### config.mk
export PLATFORM = sky130hd
export DESIGN_NAME = srr_sqrt
export DESIGN_NICKNAME = d
export VERILOG_FILES = /design/src/sv/srr_sqrt.sv
export SDC_FILE = /design/constraint.sdc
export NUM_CORES = 1
export LEC_CHECK = 0
export ABC_CLOCK_PERIOD_IN_PS = 17600
export BUFFER_PORTS_ARGS = -buffer_cell sky130_fd_sc_hd__buf_4
export CAP_MARGIN = 20
export CORE_MARGIN = 4
export CORE_UTILIZATION = 40
export DETAILED_ROUTE_END_ITERATION = 6
export GPL_TIMING_DRIVEN = 0
export PLACE_DENSITY = 0.57
export SETUP_SLACK_MARGIN = 0.02
export SLEW_MARGIN = 0
export SYNTH_ARGS = -nofsm -noshare
export SYNTH_HDL_FRONTEND = slang
export SYNTH_SLANG_ARGS = --single-unit
### constraint.sdc
create_clock -name clock -period 17.6 [get_ports clock]
set_input_delay 1.76 -clock clock [delete_from_list [all_inputs] [get_ports clock]]
set_output_delay 1.76 -clock clock [all_outputs]
set_load 0.02 [all_outputs]
### src/sv/srr_sqrt.sv
// Iterative floor square root of a 64-bit value, two radicand bits per cycle.
// Depends on nothing; used by the top level for the pair distance.
`timescale 1ns / 1ps

module srr_sqrt (
   input  logic        clock,
   input  logic        reset,
   input  logic        start,
   input  logic [63:0] value,
   output logic        done,
   output logic [31:0] root
);

   logic [63:0] v_ff, res_ff, bit_ff;
   logic [4:0]  cnt_ff;
   logic        run_ff, done_ff;
   logic [63:0] trial;

   assign trial = res_ff + bit_ff;

   always_ff @(posedge clock) begin
      if (reset) begin
         run_ff  <= 1'b0;
         done_ff <= 1'b0;
         cnt_ff  <= '0;
      end else begin
         done_ff <= 1'b0;
         if (start) begin
            run_ff <= 1'b1;
            cnt_ff <= '0;
            v_ff   <= value;
            res_ff <= '0;
            bit_ff <= 64'd1 << 62;
         end else if (run_ff) begin
            if (v_ff >= trial) begin
               v_ff   <= v_ff - trial;
               res_ff <= (res_ff >> 1) + bit_ff;
            end else begin
               res_ff <= res_ff >> 1;
            end
            bit_ff <= bit_ff >> 2;
            cnt_ff <= cnt_ff + 5'd1;
            if (cnt_ff == 5'd31) begin
               run_ff  <= 1'b0;
               done_ff <= 1'b1;
            end
         end
      end
   end

   assign done = done_ff;
   assign root = res_ff[31:0];

endmodule

# After elaboration in Yosys (flattened, before gate mapping)
# Cells that the tools add are included.
totals:
  out_inout_bits: 33
  in_bits: 67
  regBits: 167
classes:
  n_addsub: 4
  n_eq_ne: 1
  mux: 10
  magnitude_cmp: 1
  n_reduce_logical: 6
  bitwise: 2
op_table:
  columns: ["operator", "n"]
  rows:
  - ["$mux 64", 5]
  - ["$add 63x63->64", 1]
  - ["$add 64x63->64", 1]
  - ["$ge 64x64->1", 1]
  - ["$sub 64x64->64", 1]
  - ["$mux 63", 1]
  - ["$add 5x1->5 const B", 1]
  - ["$eq 5x5->1 const B", 1]
  - ["$mux 1", 4]
  - ["$reduce_bool 2->1", 2]
  - ["$reduce_and 3->1", 1]
  - ["$reduce_or 3->1", 1]
  - ["$not 1->1", 2]
  - ["$reduce_and 2->1", 1]
  - ["$reduce_or 2->1", 1]

# Longest topological paths before layout
logic_depth:
  depth_word: 5
  depth_mapped: 26
  mapped_depth_nobuf: 25

# Least setup slack after synthesis
# OpenSTA, ideal clock, no wires.
synth_timing:
  kind: "input to register"
  from: "in start"
  to: "reg v_ff[0] (enable)"
  path_slack_ns: 6.011
  t_arrival_ns: 11.005
  required_time_ns: 17.016
  stages: 4
  path_cell_list: "clkbuf_1 > nor2_1 > nor2_1 > a21boi_0"
synth_between:
  elab_chain_len: 2
  word_cells_on_any_way: 3
synth_lines:
  columns: ["item", "line", "source"]
  rows:
  - ["start: declaration", "8", "input logic start,"]
  - ["$reduce_bool 2->1 (no source line)", null, null]
  - ["$reduce_and 3->1 (no source line) (*)", null, null]
  - ["end signal: assignment", "31", "v_ff <= value;"]
  - ["end signal: assignment", "36", "v_ff <= v_ff - trial;"]
  - ["end: declaration", "14", "logic [63:0] v_ff, res_ff, bit_ff;"]
# Every way passes the cells marked *; elsewhere a longest branch is shown, timed or not.
# A chain may end at the register's enable or synchronous reset.

# Worst setup path after layout
layout_timing:
  from: "reg res_ff[0]"
  to: "reg v_ff[27] (enable)"
layout_between:
  elab_chain_len: 4
layout_lines:
  columns: ["item", "line", "source"]
  rows:
  - ["start: declaration", "14", null]
  - ["start signal: assignment", "37", "res_ff <= (res_ff >> 1) + bit_ff;"]
  - ["start signal: assignment", "39", "res_ff <= res_ff >> 1;"]
  - ["$add 64x63->64", "19", "assign trial = res_ff + bit_ff;"]
  - ["$ge 64x64->1", "35", "if (v_ff >= trial) begin"]
  - ["$reduce_bool 2->1 (no source line)", null, null]
  - ["$reduce_and 3->1 (no source line)", null, null]
# No other way between the ends.

==> impl_metrics.json <==
{
  "cts.sinks": 167,
  "ys_seq_area_frac": 0.326,
  "drc": 0,
  "sw_frac_of_total": 0.432,
  "viasPerCell": 5.74,
  "io_pins": 100,
  "cp-end-kind": "flip-flop",
  "crit_path_max_fanout": 25,
  "synthCells": 1755,
  "grt_pass1_vias": 13100,
  "cts_tree": "done",
  "cap_viol_max_count": 0,
  "rsz0062_at_grt": "no",
  "place.gp.congestion": 0.922,
  "h-tree-depth": 4,
  "required_ps": 17790,
  "total_power_mw": 1.83,
  "synth-seq-cells": 167,
  "netlist_area_mm2": 0.0152,
  "coreArea_mm2": 0.0376,
  "grt_max_degree": 34,
  "layout-drive-gt1-share": 0.125,
  "cp-start-kind": "flip-flop",
  "critical_path_class": "reg2reg",
  "reg2regPathDepth": 26,
  "design_area_mm2": 0.0172,
  "syn-num-nets": 1955,
  "cts_buffers": 17,
  "routed_wl_mm": 48.1,
  "drtIter0Drc": 982,
  "n_fill_cell": 3781,
  "p_per_area_mw_per_mm2": 106,
  "fmax_mhz": 125,
  "synth_top_area_frac": 0.317,
  "grt_pass1_wl_mm": 74.3,
  "synth_largest_area_cell": "edfxtp_1",
  "r2r_end": "v_ff[27]",
  "root_buffer": "clkbuf_16",
  "final_antenna_net_count": 0,
  "endpoint": "v_ff[27]",
  "die_h_um": 203,
  "synth_enable_flop_cells": 160,
  "power_leakage_nw": 6.64,
  "setup_viol": 0,
  "p_int_mw": 1.04,
  "grt_overflow": 0,
  "hpwl_mm": 37.5,
  "rrSetupSlack_ps": 9580,
  "fin_setup_tns_ps": 0,
  "run_status": "finished clean",
  "die_w_um": 203,
  "wl_per_cell_um": 20.0,
  "post_dp_cell_area_mm2": 0.0167,
  "worstReg2RegStart": "res_ff[0]",
  "min_path_type": "reg2reg",
  "finalCriticalPeriod_ps": 8020,
  "arrival_ps": 8210,
  "hold_viol": 0,
  "clkPwrFrac": 0.203,
  "yosys-top-cells-area": "edfxtp_1 32%, ha_1 11%, nand2_1 5.6%, o21ai_0 5.4%, xor2_1 5.3%",
  "finalCoreUtilization": 0.458,
  "synth_ff_type": "edfxtp_1",
  "pwr-share-comb": 0.495,
  "relSlewSlack": 0.239,
  "antenna_found_initial": 1,
  "area_delta_synth_final_pct": 13.6,
  "die-area_mm2": 0.0411,
  "nets": 2078,
  "clk_pin_slew_ps": 70,
  "synth_area_per_cell_um2": 8.64,
  "first_pass_iters": 6,
  "num_vias": 13800,
  "finClkSkew_ps": 9.12,
  "grtUsageTotal": 0.227,
  "slew_viol_final": 0,
  "start_util": 0.404,
  "place.port_buffers": 99,
  "vdd_drop_max_v": 0.0000701,
  "yosys_warnings": 0,
  "placementRows": 71,
  "post-cts-setup-buffers": 0,
  "clk_latency_ps": 450,
  "yosysUniqueCellTypes": 75,
  "startpoint": "res_ff[0]",
  "seq_power_share": 0.302,
  "period_share": 0.456,
  "synthArstFlopShare": 0,
  "p_sw_uw": 789,
  "worstMarginPinSlew_ps": 1140,
  "ctsHoldBuffers": 0,
  "post_cts_resized": 0,
  "clockBufferDepth": 2
}
==> power by group through the flow <==
| stage | combinational [mW] | sequential, mW | clock (mW) |
|---|---|---|---|
| floorplan | 0.655 | 0.546 | 0 |
| global placement | 0.881 | 0.569 | 0 |
| detailed placement | 0.894 | 0.561 | 0 |
| CTS | 0.900 | 0.553 | 0.382 |
| global route | 1.00 | 0.558 | 0.396 |
| finish | 0.905 | 0.553 | 0.371 |
==> kinds of logic after synthesis <==
| group | share of synthesized area |
|---|---|
| xor+xnor | 0.0982 |
| buf+inv | 0.0422 |
| flops | 0.326 |
| compound gates | 0.245 |
| mux | 0.00429 |
| fa+ha+maj | 0.110 |
| simple gates | 0.174 |
==> final cells by class <==
cell class	count	area, um^2	area share
clock inverters	15	119	0.00690
inverters	38	143	0.00828
multi-input cells	1455	9600	0.557
flip-flops and latches	167	4940	0.287
clock buffers	17	425	0.0247
plain buffers	95	498	0.0289
diodes	1	2.50	0.000145
well taps	511	639	0.0371
repair buffers	104	851	0.0494
==> layer usage <==
metal | GRT usage | share of wire | up-vias
li1 | - | - | 6742
met1 | 0.331 | 0.48 | 6629
met2 | 0.362 | 0.45 | 372
met3 | 0.0299 | 0.053 | 40
met4 | 0.0519 | 0.016 | 0
met5 | 0 | 0 | -
==> worst max-delay path, stage by stage, from the launching register on <==
cell and delay, ps:
edfxtp_1 420, ha_1 240, ha_1 220, a21o_1 210, a31oi_1 300, o21ai_0 360
a211oi_1 640, o21ai_0 380, a21oi_1 370, o21bai_1 140, a21oi_1 240, a21oi_1 110
o21ai_0 200, xor2_1 180, ha_1 240, clkbuf_1 180, and3_1 230, a221o_1 310
a21oi_1 220, o21a_1 190, a21oi_1 100, a211oi_1 760, o31a_1 470, buf_4 270
buf_4 250, a21boi_4 240, buf_12 270
==> cells in the final DEF, fill, tap and decap left out, drive strengths merged, types with 15 or more instances in the layout <==
master	netlist	final
a211oi	42	42
a21o	49	49
a21oi	120	120
a31o	15	15
a31oi	66	66
and3	19	19
buf	47	151
clkbuf	48	65
edfxtp	160	160
ha	132	132
inv	37	44
nand2	227	227
nand3	31	31
nand4	38	38
nor2	131	131
nor2b	44	44
nor3	15	15
o21ai	173	173
o21bai	39	39
or3	22	22
xnor2	78	78
xor2	92	92
==> synthesized netlist by cell type (19+ instances only) <==
master	count
nor2_1	130
o21ai_0	165
a211oi_1	37
o21bai_1	37
clkbuf_1	48
xnor2_1	78
nor2b_1	44
xor2_1	92
a21oi_1	118
ha_1	132
edfxtp_1	160
buf_4	34
a21o_1	49
nand4_1	36
inv_1	37
a31oi_1	66
nand2_1	227
and3_1	19
or3_1	22
nand3_1	31
==> sequential cells by signal (all words and copies together) (netlist names) <==
name / flops
run_ff: 1
done: 1
res_ff: 64
cnt_ff: 5
bit_ff: 32
v_ff: 64
==> metrics by stage <==
stage	worst slack (ps)	cells	hold WS (ps)
after floorplan	6010	1755	467
after global placement	101	2365	485
after detailed placement	9570	2370	504
after CTS	9520	2402	522
after global routing	9080	2403	544
final	9580	2403	509
==> worst min-delay path by stage <==
stage	startpoint	to	slack, ps	cells after the start
5_1_grt	cnt_ff[4]	cnt_ff[4]	540	2
3_5_place_dp	cnt_ff[4]	cnt_ff[4]	500	2
4_1_cts	cnt_ff[4]	cnt_ff[4]	520	2
2_1_floorplan	cnt_ff[4]	cnt_ff[4]	470	2
3_3_place_gp	cnt_ff[4]	cnt_ff[4]	480	2
6_report	cnt_ff[4]	cnt_ff[4]	510	2
(Power assumes the default switching activity.)
