<file path="config.mk">
export PLATFORM = sky130hd
export DESIGN_NAME = srr_div
export DESIGN_NICKNAME = d
export VERILOG_FILES = /design/src/sv/srr_div.sv
export SDC_FILE = /design/constraint.sdc
export NUM_CORES = 1
export LEC_CHECK = 0
export ABC_AREA = 1
export BUFFER_PORTS_ARGS = -buffer_cell sky130_fd_sc_hd__buf_2
export CAP_MARGIN = 10
export CORE_MARGIN = 2
export CORE_UTILIZATION = 45
export DETAILED_ROUTE_END_ITERATION = 10
export GPL_TIMING_DRIVEN = 0
export PLACE_DENSITY = 0.68
export SYNTH_ARGS = -nofsm -noshare
export SYNTH_HDL_FRONTEND = slang
export SYNTH_SLANG_ARGS = --single-unit
</file>
<file path="constraint.sdc">
create_clock -name clock -period 7.3 [get_ports clock]
set_input_delay 0 -clock clock [delete_from_list [all_inputs] [get_ports clock]]
set_output_delay 0 -clock clock [all_outputs]
set_load 0.01 [all_outputs]
</file>
<file path="src/sv/srr_div.sv">
// Restoring divider, 62-bit dividend by 32-bit divisor, one quotient bit a cycle.
// Depends on nothing; used by the top level for the repulsion term.
`timescale 1ns / 1ps

module srr_div (
   input  logic        clock,
   input  logic        reset,
   input  logic        start,
   input  logic [61:0] dividend,
   input  logic [31:0] divisor,
   output logic        done,
   output logic [61:0] quotient
);

   logic [61:0] qd_ff;
   logic [32:0] rem_ff;
   logic [31:0] dvs_ff;
   logic [5:0]  cnt_ff;
   logic        run_ff, done_ff;
   logic [32:0] shifted;
   logic        fits;

   assign shifted = {rem_ff[31:0], qd_ff[61]};
   assign fits    = shifted >= {1'b0, dvs_ff};

   always_ff @(posedge clock) begin
      if (reset) begin
         run_ff  <= 1'b0;
         done_ff <= 1'b0;
         cnt_ff  <= '0;
      end else begin
         done_ff <= 1'b0;
         if (start) begin
            run_ff <= 1'b1;
            cnt_ff <= '0;
            qd_ff  <= dividend;
            rem_ff <= '0;
            dvs_ff <= divisor;
         end else if (run_ff) begin
            rem_ff <= fits ? shifted - {1'b0, dvs_ff} : shifted;
            qd_ff  <= {qd_ff[60:0], fits};
            cnt_ff <= cnt_ff + 6'd1;
            if (cnt_ff == 6'd61) begin
               run_ff  <= 1'b0;
               done_ff <= 1'b1;
            end
         end
      end
   end

   assign done     = done_ff;
   assign quotient = qd_ff;

endmodule

</file>
# [Yosys cells after proc, flatten, opt, wreduce, memory -nomap -nowiden]
# Index checks and enable logic that the tools add are counted.
[totals] ff_bits=134
[classes] muxes=8 n_eq_ne=1 order_cmp=1 reduce_logical=5 add_sub_neg=2 n_bitwise=2
[ops] op="$mux W62" n=2
[ops] op="$mux W32" n=2
[ops] op="$ge A33 B32 Y1" n=1
[ops] op="$sub A32 B32 Y32" n=1
[ops] op="$add A6 B1 Y6 const B" n=1
[ops] op="$eq A6 B6 Y1 const B" n=1
[ops] op="$mux W1" n=4
[ops] op="$reduce_and A2 Y1" n=2
[ops] op="$reduce_or A3 Y1" n=1
[ops] op="$not A1 Y1" n=2
[ops] op="$reduce_bool A2 Y1" n=1
[ops] op="$reduce_or A2 Y1" n=1

# [Depth between registers and ports, before layout]
# Gate-level depths: netlist (run 1).
[depth] ltp_word=4 mapped_depth=16

# [Least setup slack after synthesis (run 1)]
# OpenSTA, ideal clock, no wires.
[synth_path] path_kind="input to register" start="input port start" end="register qd_ff[0] (netlist: quotient[0]), enable pin" t_required_ps=6621 setup_slack_ps=-55 arrival_time_ps=6676 path_stages=2 path_cell_list="inv_2 > o21ai_0"
[synth_between] elab_chain_len=2
[synth_rtl] element="start: declaration" line_no="8" text="input logic start,"
[synth_rtl] element="$reduce_bool A2 Y1 (no line)"
[synth_rtl] element="$reduce_and A2 Y1 (no line)"
[synth_rtl] element="end signal: assignment" line_no="36" text="qd_ff <= dividend;"
[synth_rtl] element="end signal: assignment" line_no="41" text="qd_ff <= {qd_ff[60:0], fits};"
[synth_rtl] element="end: declaration" line_no="15" text="logic [61:0] qd_ff;"
# No other way between the ends.
# A chain may end at the register's enable or synchronous reset.

# [Worst setup path after layout (run 1)]
[layout_path] start="register qd_ff[61] (netlist: quotient[61])" end="register rem_ff[28] (data pin)"
[layout_between] elab_chain_len=3 word_cells_on_any_way=4 classes_between="1 x add/sub; 1 x order compare; 2 x mux"
[layout_rtl] element="$sub A32 B32 Y32 or $ge A33 B32 Y1 (tied branches)" line_no="40, 24"
[layout_rtl] element="$mux W32 *" line_no="40" text="rem_ff <= fits ? shifted - {1'b0, dvs_ff} : shifted;"
[layout_rtl] element="$mux W32 *" line_no="39" text="end else if (run_ff) begin"
[layout_rtl] element="end signal: assignment" line_no="40"
[layout_rtl] element="end: declaration" line_no="16" text="logic [32:0] rem_ff;"
# Mark *: on every way between the ends. The rest lies on a longest branch, timed or not. The select of a mux whose other input is x is not followed.

==> qor.yml, run 1 <==
synth:
  synthMostInstantiatedCell: "nand2_1"
  seq_cells_post_synth: 134
  syn-instance-count: 1133
  synth_top_cells_by_area: "edfxtp_1 44%, nand2_1 21%, inv_1 8.7%, ha_1 5.0%, nor2_1 4.6%"
  synthArstFlopShare_pct: 0
  netlist_area_sq_um: 8522
  synthDistinctLibCells: 40
  yosysSeqAreaShare_pct: 46.28
  synth_top_area_share_pct: 44.40
  synth-edff-count: 126
  syn_area_per_cell_sq_um: 7.522
  synth_fp_nets: 1265
  synth_common_cells: "479 x nand2_1, 198 x inv_1, 126 x edfxtp_1"
  yosys.area.top_type: "edfxtp_1"
  number_of_warning_messages_in_the_yosys_log: 0
  synth_ff_type: "edfxtp_1"
floorplanning:
  initial_core_util_pct: 45.71
  boundaryPins: 160
  core-area_sq_um: 18640
  rows: 50
  chip_width_um: 141.6
  die_h_um: 141.6
  die_area_sq_um: 20050
timing:
  finalClockSkew_ps: 15.56
  slew_violations: 0
  final_min_period_over_clock_period_pct: 33.64
  maxSlewHeadroom_pct: 47.62
  tightest_slew_ps: 782.7
  setup_viol_count_final: 0
  grt_setup_unrepaired: "no"
  hold_slack_ps: 30.82
  max_freq_mhz: 407.2
  timing.setup.tns_ps: 0
  final_hold_viol_count: 0
  period_minus_slack_ps: 2456
global_route:
  grt_first_pass_wirelength_mm: 38.75
  globalRouteOverflowTotal: 0
  first_global_vias: 7888
  groute.usage.overall_pct: 24.91
  pin_count_of_the_biggest_net_entering_global_routing: 30
  antenna_found_initial: 0
clock_tree:
  clk_latency_ps: 430
  clock-root-buffer: "clkbuf_16"
  clock_sinks: 134
  clock_tree.buffer_depth: 2
  cts_max_level: 4
  cts_tree: "done"
  clk_pin_slew_ps: 70
  numCtsBuffers: 17
  post_cts_gate_resize_count: 0
layout:
  areaGrowthSynthToFinish_pct: 32.36
  finalNonFillerCells: 1656
  nNetsFinal: 1541
  insertedDiodeCount: 0
  layout.core_utilization_pct: 60.50
  drive_above_1_share_pct: 18.14
  fillerInstances: 1641
setup_path:
  reg2reg_path_depth: 15
  crit-reg2reg-launch: "quotient[61]$_DFFE_PP_"
  reg2reg_to: "rem_ff[28]$_SDFFCE_PP0P_"
  critical_path.startpoint_type: "flip-flop"
  worstPathRequired_ps: 7490
  timing.critical_path.fanout_max: 4
  worstSetupEndpointType: "flip-flop"
  critical_path_class: "flip-flop to flip-flop"
  timing.critical_path.arrival_ps: 2650
  ff2ff_setup_slack_ps: 4840
min_path:
  hold_path_startpoint: "start"
  hold_depth: 4
  hp-class: "input pin to flip-flop"
  worstHoldEndpoint: "cnt_ff[1]$_SDFFE_PP0P_"
pwr:
  ir_worst_vdd_mv: 0.1407
  cellLeakagePower_nw: 5.863
  power_density_nw_per_um2: 234.6
place:
  dpl.hpwl_mm: 17.08
  gp_congestion: 0.8973
  numPlacedInstances: 1530
  port_buffers: 159
drt:
  drcViolationCount: 0
  route.detailed.vias_per_inst: 4.807
  wirelength_mm: 24.01
  detailroute.via_count: 7961
  postRouteAntennaNets: 0
  first_pass_iters: 5
  drtIter0Drc: 411
  avgRoutedWirePerCell_um: 14.50
status:
  status: "finished, final reports clean"
run:
  maxCapViolations: 0
final cells by class:
type,instances,area (sq um),share of cell area (%)
plain buffers,25,147.6,1.309
clock buffers,17,425.4,3.771
clock inverters,15,188.9,1.675
inverters,203,762.0,6.755
multi-input cells,771,3687,32.69
flip-flops and latches,134,3944,34.96
well taps,234,292.8,2.596
repair buffers,257,1832,16.24
logic make-up (layout without fill, tap and decap cells):
group	Yosys count	in the layout	synth area share, %
AOI/OAI and AO/OA	23	23	1.454
adders and majority gates	35	35	5.227
xor gates and xnor gates	15	15	1.542
buffers and inverters	228	517	10.67
and+or+nand+nor	698	698	34.83
DFF	134	134	46.28
state kept, by name, summed over array words and instances, names as in the netlist:
register	cells
run_ff	1
rem_ff	32
done	1
cnt_ff	6
quotient	62
dvs_ff	32
critical path, stage by stage, from the launching register on:
cell and delay, ps:
edfxtp_1 340, inv_1 70, ha_1 220, fa_1 410, inv_1 130, nand2_1 70, nand2_1 70, nand3_1 90
nand2_1 200, nand2_1 70, nand2_1 110, nand2_1 130, nand3_1 100, nand2_1 60, nor2_1 90, nor2_1 50
layer usage:
layer / global-route usage, % / share of wire (%)
met1: 29.58 / 41
met2: 42.69 / 49
met3: 6.176 / 7.0
met4: 11.47 / 3.4
met5: 0 / 0
where the power goes:
group          switching, mW  leakage, nW  internal (mW)  total, mW
logic                  0.472         4.28          0.287      0.759
registers             0.0362         1.29          0.938      0.974
clock network          0.367        0.297          0.546      0.913
through the flow:
stage	power, mW	instance area, sq um	setup slack, ps
after global placement	1.687	9610	344.8
after global routing	2.797	11280	4642
after floorplan	1.492	8522	2508
after detailed placement	1.697	9724	4855
after CTS	2.653	11280	4841
final	2.646	11280	4844
layout by cell type (no fill, tap or decap), types with 2 or more instances in the layout:
master         synthesis  layout
edfxtp_1             126     126
inv_6                  0       5
nand3b_1               6       6
nand2_2               17      17
inv_2                  5       5
nor2_2                10      10
nor2_4                 1       2
o21ai_0                3       2
nand2_4                2       2
dfxtp_1                8       8
nor2_1               104     103
buf_6                  4       4
and2_1                 5       5
and3_1                 2       2
clkbuf_16              0      17
inv_1                198     198
nand2_1              479     479
dlygate4sd3_1          0      94
buf_1                  4       4
inv_8                  0       2
nand3_2               11      11
buf_2                  4     163
xor2_1                14      14
buf_4                  2       2
nand4_1                8       8
bufinv_16              0       3
nand3_1               37      37
ha_1                  34      34
a21oi_1               15      15
clkinvlp_4             0       2
clkbuf_1              10      10
buf_12                 0       2
nor3_1                 8       8
buf_16                 0       2
nor3b_1                3       3
worst max-delay path by stage:
stage,startpoint,slack [ps],endpoint
floorplan,start,2510,quotient[0]$_DFFE_PP_
global placement,start,340,rem_ff[21]$_SDFFCE_PP0P_
detailed placement,rem_ff[6]$_SDFFCE_PP0P_,4850,rem_ff[19]$_SDFFCE_PP0P_
CTS,rem_ff[6]$_SDFFCE_PP0P_,4840,rem_ff[19]$_SDFFCE_PP0P_
global route,quotient[61]$_DFFE_PP_,4640,rem_ff[28]$_SDFFCE_PP0P_
finish,quotient[61]$_DFFE_PP_,4840,rem_ff[28]$_SDFFCE_PP0P_
timing repair:
item | in CTS | in global routing
endpoints found under the hold margin | 94 | 0
hold buffers | 94 | 0
buffers inserted | 0 | 0
setup endpoints to repair | 0 | 0
Power figures use the tool's default switching activity.
==> run 2: changes to the inputs <==
--- a/config.mk
+++ b/config.mk
@@ -12,7 +12,7 @@
 export CORE_UTILIZATION = 45
 export DETAILED_ROUTE_END_ITERATION = 10
 export GPL_TIMING_DRIVEN = 0
-export PLACE_DENSITY = 0.68
+export PLACE_DENSITY = 0.66
 export SYNTH_ARGS = -nofsm -noshare
 export SYNTH_HDL_FRONTEND = slang
 export SYNTH_SLANG_ARGS = --single-unit
==> constraint.sdc (replaced) <==
create_clock -name clock -period 2.5 [get_ports clock]
set_input_delay 0 -clock clock [delete_from_list [all_inputs] [get_ports clock]]
set_output_delay 0 -clock clock [all_outputs]
set_load 0.01 [all_outputs]
==> run 2 against run 1 <==
  * Count of clock-buffer cells in the layout up 1
  * First-iteration DRC count up 9.7%
  * Routed wire length down 3.0%
  * Critical path depth fell by 1
  * Power rose to 3.0 times the previous value
  * Worst setup slack got worse by 4700 ps
  * Final cell count grew 0.12%
  * Non-clock buffer count is 2 higher
  * Register-to-register slack lost 4700 ps
  * Core utilization increased by 0.68 points
  * Global-route usage fell by 1.0 points
  * Clock power rose to 3.0 times the previous value
==> qor.yml, run 2 (synthesis gave the netlist of run 1 again) <==
timing:
  period_minus_slack_ps: 2386  # -69.61 ps
  maxSlewHeadroom_pct: 51.65  # +4.0 points
  hold_slack_ps: 30.32  # -0.4918 ps
  max_freq_mhz: 419.0  # +2.9%
  final_min_period_over_clock_period_pct: 95.45  # +62 points
  final_hold_viol_count: 0  # unchanged
  slew_violations: 0  # unchanged
  setup_viol_count_final: 0  # unchanged
  finalClockSkew_ps: 12.55  # -3.016 ps
  tightest_slew_ps: 722.5  # -60.16 ps
global_route:
  groute.usage.overall_pct: 23.89  # -1.0 points
  global_route.usage.met1_pct: 29.50  # -0.081 points
  pin_count_of_the_biggest_net_entering_global_routing: 30  # unchanged
  grt_first_pass_wirelength_mm: 37.51  # -3.2%
  gr-usage-met2_pct: 41.70  # -1.0 points
  grt_use_met3_pct: 5.299  # -0.88 points
  globalRouteOverflowTotal: 0  # unchanged
  first_global_vias: 7652  # -3.0%
  antenna_found_initial: 0  # unchanged
  grt.busiest_layer: "met2"
clock_tree:
  clk_latency_ps: 430  # about the same
  numCtsBuffers: 17  # unchanged
  clock_sinks: 134  # unchanged
  clk_pin_slew_ps: 60  # about the same
  cts_max_level: 4  # unchanged
  clock-root-buffer: "clkbuf_16"
  cts_tree: "done"
  clock_tree.buffer_depth: 2  # unchanged
run:
  maxCapViolations: 0  # unchanged
drt:
  drcViolationCount: 0  # unchanged
  first_pass_iters: 4  # -1
  wirelength_mm: 23.29  # -3.0%
  route.detailed.vias_per_inst: 4.709  # -2.1%
  drtIter0Drc: 451  # +9.7%
  detailroute.via_count: 7807  # -1.9%
  avgRoutedWirePerCell_um: 14.04  # -3.1%
  postRouteAntennaNets: 0  # unchanged
layout:
  fillerInstances: 1650  # +0.55%
  insertedDiodeCount: 0  # unchanged
  drive_above_1_share_pct: 19.38  # +1.2 points
  mostFrequentLayoutCell: "nand2_1"
  areaGrowthSynthToFinish_pct: 33.86
  layout_common_cells: "476 x nand2_1, 197 x inv_1, 161 x buf_2"
  nNetsFinal: 1543  # +0.13%
  layout.core_utilization_pct: 61.19  # +0.68 points
  largest_reg_flops: 62  # unchanged
setup_path:
  worstSetupEndpointType: "flip-flop"
  reg2reg_to: "rem_ff[19]$_SDFFCE_PP0P_"
  crit_path_cell_trace: "ha_1 -> nand2_1 -> nand2_1 -> inv_1 -> nand2_2 -> nand2_2 -> nand2_2 -> nand2_2 -> nand3_4 -> nor2_8 -> nand2_8 -> buf_6 -> nor2_1 -> nor2_1"
  timing.critical_path.max_delay_family: "simple AND/OR/NAND/NOR gates"
  crit_path_top_delay_cell: "ha_1"
  path_buf_inv: 2  # unchanged
  worstSetupStartpoint: "rem_ff[19]$_SDFFCE_PP0P_"
  crit-reg2reg-launch: "rem_ff[19]$_SDFFCE_PP0P_"
  timing.critical_path.arrival_ps: 2570  # -80 ps
  critical_path_class: "flip-flop to flip-flop"
  critical_path.startpoint_type: "flip-flop"
  timing.critical_path.fanout_max: 10  # +6
  path_common_cell: "nand2_2"
  critical_path_max_stage_delay_ps: 420  # about the same
  setup.worst_path.end: "rem_ff[19]$_SDFFCE_PP0P_"
  ff2ff_setup_slack_ps: 110  # -4730 ps
  reg2reg_path_depth: 14  # -1
  worstPathRequired_ps: 2680  # -4810 ps
  crit_cells: 14  # -1
min_path:
  hp-class: "input pin to flip-flop"
pwr:
  ir_worst_vdd_mv: 0.5473  # +290%
  power_density_nw_per_um2: 686.7  # +190%
  cellLeakagePower_nw: 5.869  # about the same
place:
  dpl.hpwl_mm: 17.13  # +0.27%
  port_buffers: 159  # unchanged
  gp_congestion: 0.8953  # -0.22%
floorplanning:
  chip_width_um: 141.6  # unchanged
  boundaryPins: 160  # unchanged
  die_area_sq_um: 20050  # unchanged
  die_h_um: 141.6  # unchanged
  rows: 50  # unchanged
  initial_core_util_pct: 45.71  # unchanged
  core-area_sq_um: 18640  # unchanged
status:
  status: "finished, final reports clean"
## run 2: changes by cell type in the layout (fill, tap and decap cells not counted), sizes merged
cell	previous run	this run
clkinvlp	2	1
clkbuf	27	30
## run 2: power by group
| group | switching [mW] | total [mW] | internal (mW) | leakage (nW) |
|---|---|---|---|---|
| combinational | 1.39 | 2.28 | 0.887 | 4.28 |
| clock | 1.10 | 2.71 | 1.60 | 0.299 |
| sequential | 0.111 | 2.85 | 2.74 | 1.29 |
## run 2: worst register-to-register path, cell delays in order, from the launching register on
cell and delay, ps:
edfxtp_1 400, ha_1 420, nand2_1 100, nand2_1 100, inv_1 80, nand2_2 70, nand2_2 60, nand2_2 60
nand2_2 90, nand3_4 90, nor2_8 230, nand2_8 120, buf_6 180, nor2_1 100, nor2_1 60
## run 2: area by class of cell
cell class | count | area (sq um) | share of cell area (%)
sequential | 134 | 3944 | 34.57
multi-input combinational | 771 | 3792 | 33.25
timing repair buffer | 259 | 1847 | 16.19
inverter | 203 | 762.0 | 6.680
clock buffer | 18 | 429.2 | 3.762
tap | 234 | 292.8 | 2.567
clock inverter | 14 | 187.7 | 1.645
buffer | 25 | 152.6 | 1.338
## run 2: worst min path at each step
stage / start / end / slack, ps / depth (start not counted)
floorplan: divisor[0] / dvs_ff[0]$_DFFE_PP_ / 100 / 0
global placement: divisor[23] / dvs_ff[23]$_DFFE_PP_ / 180 / 1
detailed placement: divisor[3] / dvs_ff[3]$_DFFE_PP_ / 180 / 1
CTS: start / cnt_ff[1]$_SDFFE_PP0P_ / 20 / 4
global route: reset / done$_SDFF_PP0_ / 50 / 4
finish: start / cnt_ff[0]$_SDFFE_PP0P_ / 30 / 4
## run 2: what timing repair did
| item | in CTS | in global routing |
|---|---|---|
| hold endpoints to repair | 94 | 0 |
| setup endpoints to repair | 0 | 29 |
| buffers inserted | 0 | 2 |
| resized for setup | 0 | 23 |
| hold buffers | 94 | 0 |
## run 2: stage by stage
| step | total power [mW] | std cells | setup slack (ps) | TNS (ps) | instance area [sq um] |
|---|---|---|---|---|---|
| 3_5_place_dp | 4.965 | 1530 | 57.61 | 0 | 9724 |
| 2_1_floorplan | 4.344 | 1133 | 401.2 | 0 | 8533 |
| 5_1_grt | 8.279 | 1658 | -3.133 | -3.133 | 11410 |
| 3_3_place_gp | 4.915 | 1526 | -592.5 | -56040 | 9622 |
| 4_1_cts | 7.787 | 1656 | 37.43 | 0 | 11280 |
| 6_report | 7.833 | 1658 | 113.6 | 0 | 11410 |
## run 2: metal layers
| layer | share of wire, % | vias to the layer above |
|---|---|---|
| met1 | 44 | 3522 |
| li1 | - | 4038 |
| met3 | 5.5 | 34 |
| met5 | 0 | - |
| met2 | 48 | 213 |
| met4 | 2.0 | 0 |
